--- config.mk ---
export PLATFORM = sky130hd
export DESIGN_NAME = srm_cell
export DESIGN_NICKNAME = d
export VERILOG_FILES = /design/src/rtl/srm_pkg.sv /design/src/rtl/srm_cell.sv
export SDC_FILE = /design/constraint.sdc
export NUM_CORES = 1
export LEC_CHECK = 0
export ABC_AREA = 1
export ABC_CLOCK_PERIOD_IN_PS = 7800
export BUFFER_PORTS_ARGS = -buffer_cell sky130_fd_sc_hd__buf_2
export CORE_AREA = 2 2 160 162
export DETAILED_ROUTE_END_ITERATION = 8
export DIE_AREA = 0 0 162 164
export PLACE_DENSITY_LB_ADDON = 0.1
export SYNTH_ARGS = -nofsm -noshare
export SYNTH_HDL_FRONTEND = slang
export SYNTH_SLANG_ARGS = --single-unit
export TNS_END_PERCENT = 20
--- constraint.sdc ---
create_clock -name i_clk -period 7.8 [get_ports i_clk]
set_input_delay 0.39 -clock i_clk [delete_from_list [all_inputs] [get_ports i_clk]]
set_output_delay 0.39 -clock i_clk [all_outputs]
set_load 0.02 [all_outputs]
--- src/rtl/srm_pkg.sv ---
// Shared constants, codes and types of the sorted range map.
package srm_pkg;

    localparam int MAX_ENTRIES = 32;
    localparam int IDX_W       = $clog2(MAX_ENTRIES);
    localparam int CNT_W       = $clog2(MAX_ENTRIES + 1);
    localparam int CODE_W      = 32;
    localparam int VAL_W       = 16;
    localparam int FUNC_W      = 3;
    localparam int EIDX_W      = 5;
    localparam int POS_W       = 6;
    localparam int STAT_W      = 2;

    localparam logic [CODE_W-1:0] NO_UPPER = 32'hffff_ffff;

    typedef enum logic [FUNC_W-1:0] {
        FN_LOOKUP      = 3'd0,
        FN_ADD         = 3'd1,
        FN_REMOVE_CODE = 3'd2,
        FN_REMOVE_RNG  = 3'd3,
        FN_CLEAR       = 3'd4,
        FN_SET_NOTHING = 3'd5,
        FN_READ_INDEX  = 3'd6,
        FN_NOP         = 3'd7
    } t_func;

    typedef enum logic [STAT_W-1:0] {
        SS_OK        = 2'd0,
        SS_MISS      = 2'd1,
        SS_FULL      = 2'd2,
        SS_BAD_INDEX = 2'd3
    } t_status;

    typedef enum logic [1:0] {
        S_IDLE,
        S_CMP,
        S_DROP,
        S_INS
    } t_state;

    typedef enum logic [2:0] {
        CA_HOLD,
        CA_MARK_NONE,
        CA_MARK_HIT,
        CA_MARK_OVL,
        CA_DROP,
        CA_INS
    } t_cell_act;

    typedef struct packed {
        logic [CODE_W-1:0] low;
        logic [CODE_W-1:0] high;
        logic [VAL_W-1:0]  value;
        logic              mark;
    } t_entry;

    typedef struct packed {
        t_cell_act         act;
        logic [CNT_W-1:0]  count;
        logic [CNT_W-1:0]  pos;
        logic [CODE_W-1:0] key;
        logic [CODE_W-1:0] last;
        t_entry            fresh;
    } t_cell_cmd;

    typedef struct packed {
        logic below;
        logic at;
        logic hit;
        logic ovl;
        logic prev;
    } t_cell_flags;

endpackage

--- src/rtl/srm_cell.sv ---
// One table slot: holds an entry, compares it with the key and shifts with its neighbors.
module srm_cell import srm_pkg::*; (
    input  logic                 i_clk,
    input  logic [IDX_W-1:0]     i_index,
    input  t_cell_cmd            i_cmd,
    input  t_entry               i_left,
    input  t_entry               i_right,
    input  logic                 i_left_below,
    input  logic                 i_right_below,
    output t_entry               o_entry,
    output t_cell_flags          o_flags
);

    t_entry           r_entry;
    t_entry           n_entry;
    logic [CNT_W-1:0] w_index;
    logic             w_valid;
    logic             w_below;
    logic             w_open;

    assign w_index = CNT_W'(i_index);
    assign w_valid = w_index < i_cmd.count;
    assign w_below = w_valid && (r_entry.high < i_cmd.key);
    // A valid slot that reaches the key lies at or after the located position.
    assign w_open  = w_valid && !w_below;

    assign o_flags.below = w_below;
    assign o_flags.at    = w_open && i_left_below;
    assign o_flags.hit   = w_open && i_left_below && (r_entry.low <= i_cmd.key);
    assign o_flags.ovl   = w_open && (r_entry.low <= i_cmd.last);
    assign o_flags.prev  = w_below && !i_right_below;
    assign o_entry       = r_entry;

    always_comb begin
        n_entry = r_entry;
        case (i_cmd.act)
            CA_MARK_NONE: n_entry.mark = 1'b0;
            CA_MARK_HIT:  n_entry.mark = o_flags.hit;
            CA_MARK_OVL:  n_entry.mark = o_flags.ovl;
            CA_DROP: begin
                if (w_index >= i_cmd.pos) begin
                    n_entry = i_right;
                end
            end
            CA_INS: begin
                if (w_index > i_cmd.pos) begin
                    n_entry = i_left;
                end else if (w_index == i_cmd.pos) begin
                    n_entry = i_cmd.fresh;
                end
            end
            default: n_entry = r_entry;
        endcase
    end

    always_ff @(posedge i_clk) begin
        r_entry <= n_entry;
    end

endmodule

==> results.sh <==
export IMPL_ys_ff_latch=81
export IMPL_period_needed_ns=2.96
export IMPL_synth_edff_count=81
export IMPL_min_period_over_period=0.380
export IMPL_worstPathMaxFanout=82
export IMPL_hold_viol=0
export IMPL_remaining_drc_errors=0
export IMPL_synth_top_area_cell="edfxtp_1"
export IMPL_drv_slew=0
export IMPL_row_count=58
export IMPL_clk_latency_ns=0.35
export IMPL_yosys_most_used_dff="edfxtp_1"
export IMPL_required_ns=7.90
export IMPL_grt_start_max_net_pins=83
export IMPL_ys_seq_area_frac=0.319
export IMPL_synth_common_cells="161 x o21ai_2, 110 x nor2_1, 104 x ha_1, 99 x inv_1, 95 x o21ai_0"
export IMPL_path_class="input port to register"
export IMPL_endpoint_kind="register"
export IMPL_grt_pass1_wl_mm=41.0
export IMPL_synth_top_area_share=0.319
export IMPL_ctsResizeCount=0
export IMPL_floorplan_initialDensity=0.307
export IMPL_startpoint_type="input port"
export IMPL_antenna_found_initial=6
export IMPL_tightest_slew_ns=1.11
export IMPL_die_x_um=162
export IMPL_synthCells=877
export IMPL_dp_hpwl_mm=21.7
export IMPL_path_cells="buf_2, ha_1, inv_1, nor2_1, o21ai_2, o211ai_2, nand2_4, inv_8, o21ai_1, o21ai_1, nor2_1, nand2_1"
export IMPL_worst_slack_ns=4.84
export IMPL_drtIter0Drc=281
export IMPL_power_density_nw_per_um2=135
export IMPL_core_area_um2=24800
export IMPL_routed_wl_mm=27.4
export IMPL_synth_area_um2=7620
export IMPL_drive_gt1_frac=0.479
export IMPL_setup_tns_ns=0
export IMPL_critPathArrivalTime_ns=3.06
export IMPL_yosysWarnings=0
export IMPL_io_buffers=415
export IMPL_peakVddDrop_uv=103
export IMPL_gp_routability_congestion=0.821
export IMPL_yosysMostFrequentCell="o21ai_2"
export IMPL_outcome="finished, final reports clean"
export IMPL_maxCapViolations=0
export IMPL_ys_top_cells_by_area="edfxtp_1 32%, o21ai_2 19%, ha_1 17%"
export IMPL_clock_fmax_mhz=338
export IMPL_die_h_um=164
export IMPL_syn_area_per_cell_um2=8.68
export IMPL_cts_setup_buffers=0
export IMPL_cts_buffer_depth=2
export IMPL_num_vias=7497
export IMPL_syn_nets=1311
export IMPL_cts_tree="done"
export IMPL_preCtsSetupSlack_ns=4.52
export IMPL_root_buffer="clkbuf_16"
export IMPL_postRouteAntennaNets=0
export IMPL_avgViaCountPerCell=4.66
export IMPL_die_area_um2=26600
export IMPL_largest_register_ffs=81
export IMPL_clock_skew_ns=0.00991
export IMPL_grt_ovfl_total=0
export IMPL_hold_class="input port to register"
export IMPL_area_delta_synth_final_pct=33.2
export IMPL_rsz0062_at_grt="false"
export IMPL_ios=416
export IMPL_slowest_delay_ns=0.74
export IMPL_wl_per_cell_um=17.1
export IMPL_final_nets=1700
export IMPL_clk_pin_slew_worst_paths_ns=0.07
export IMPL_setup_viol=0
export IMPL_p_leak_nw=4.86
export IMPL_dr_pass1_iters=4
export IMPL_grt_pass1_vias=7488
export IMPL_hold_buffers=0
export IMPL_clock_sinks=81
export IMPL_synthArstFlopShare=0
export IMPL_grtUsageTotal=0.202
export IMPL_yosysUniqueCellTypes=33
export IMPL_slew_headroom=0.260
export IMPL_crit_path_top_delay_cell="nand2_4"
export IMPL_cts_buffers=9
export IMPL_htreeDepth=3
-- layer usage --
| metal | GRT usage | part of all wire | vias to the layer above |
|---|---|---|---|
| met2 | 0.362 | 0.50 | 280 |
| li1 | - | - | 3838 |
| met1 | 0.241 | 0.42 | 3356 |
| met5 | 0 | 0 | - |
| met3 | 0.0480 | 0.072 | 23 |
| met4 | 0.0571 | 0.016 | 0 |
-- metrics by stage --
stage,power (mW),hold slack (ns),utilization,cells,cell area [µm²]
finish,1.37,0.356,0.409,1609,10100
global route,1.46,0.361,0.409,1606,10100
CTS,1.39,0.345,0.408,1601,10100
detailed placement,0.947,0.716,0.396,1585,9830
global placement,0.946,0.717,0.396,1585,9830
floorplan,0.788,0.627,-,877,7620
-- critical path, delay by kind of cell --
family                   cells  cell delay [ns]
AO/OA/AOI/OAI                4             0.61
adder cells (fa/ha/maj)      1             0.32
buffers and inverters        3             0.62
AND/OR/NAND/NOR              4             0.93
-- final timing paths --
kind | to | slack (ns) | cells past startpoint | startpoint
setup / recovery | o_entry[0] | 4.84 | 12 | i_index[1]
hold / removal | o_entry[1] | 0.36 | 3 | i_right[1]
hold reg to reg | o_entry[0] | 1.22 | 8 | o_entry[65]
setup reg to reg | o_entry[0] | 5.64 | 10 | o_entry[80]
-- where the power goes --
part	total (mW)	leakage [nW]	internal [mW]	switching (mW)
sequential	0.523	0.728	0.507	0.0155
clock	0.439	0.141	0.248	0.191
combinational	0.408	4.00	0.160	0.247
-- layout make-up --
class / count / area (µm²)
diodes: 8 / 20.0
repair buffers: 419 / 2110
clock inverters: 7 / 71.3
fillers: 2669 / 14700
clock buffers: 9 / 225
inverters: 103 / 395
multi-input cells: 652 / 4480
well taps: 330 / 413
flip-flops and latches: 81 / 2430
-- placed cells by master (no fill, tap or decap), types with 2 or more instances in the layout --
cell,n
diode_2,8
nor2_4,2
nor3_1,6
edfxtp_1,81
buf_4,4
a21o_1,2
ha_1,104
nand3_1,9
a31oi_1,2
nand2_2,2
a21oi_1,46
nor2_1,110
o21a_1,2
clkinv_1,2
o21ai_0,95
nand4_1,9
o21ai_1,2
o211ai_1,2
inv_2,3
buf_2,415
nand2_1,88
clkbuf_16,9
inv_1,98
nor4_2,2
clkinv_4,3
o21ai_2,161
-- logic make-up after synthesis --
family | synth area share
adders and majority gates | 0.171
and+or+nand+nor | 0.129
DFF | 0.319
AOI/OAI and AO/OA | 0.288
buffers and inverters | 0.0922
No activity file was read; power rests on OpenSTA's default activity.
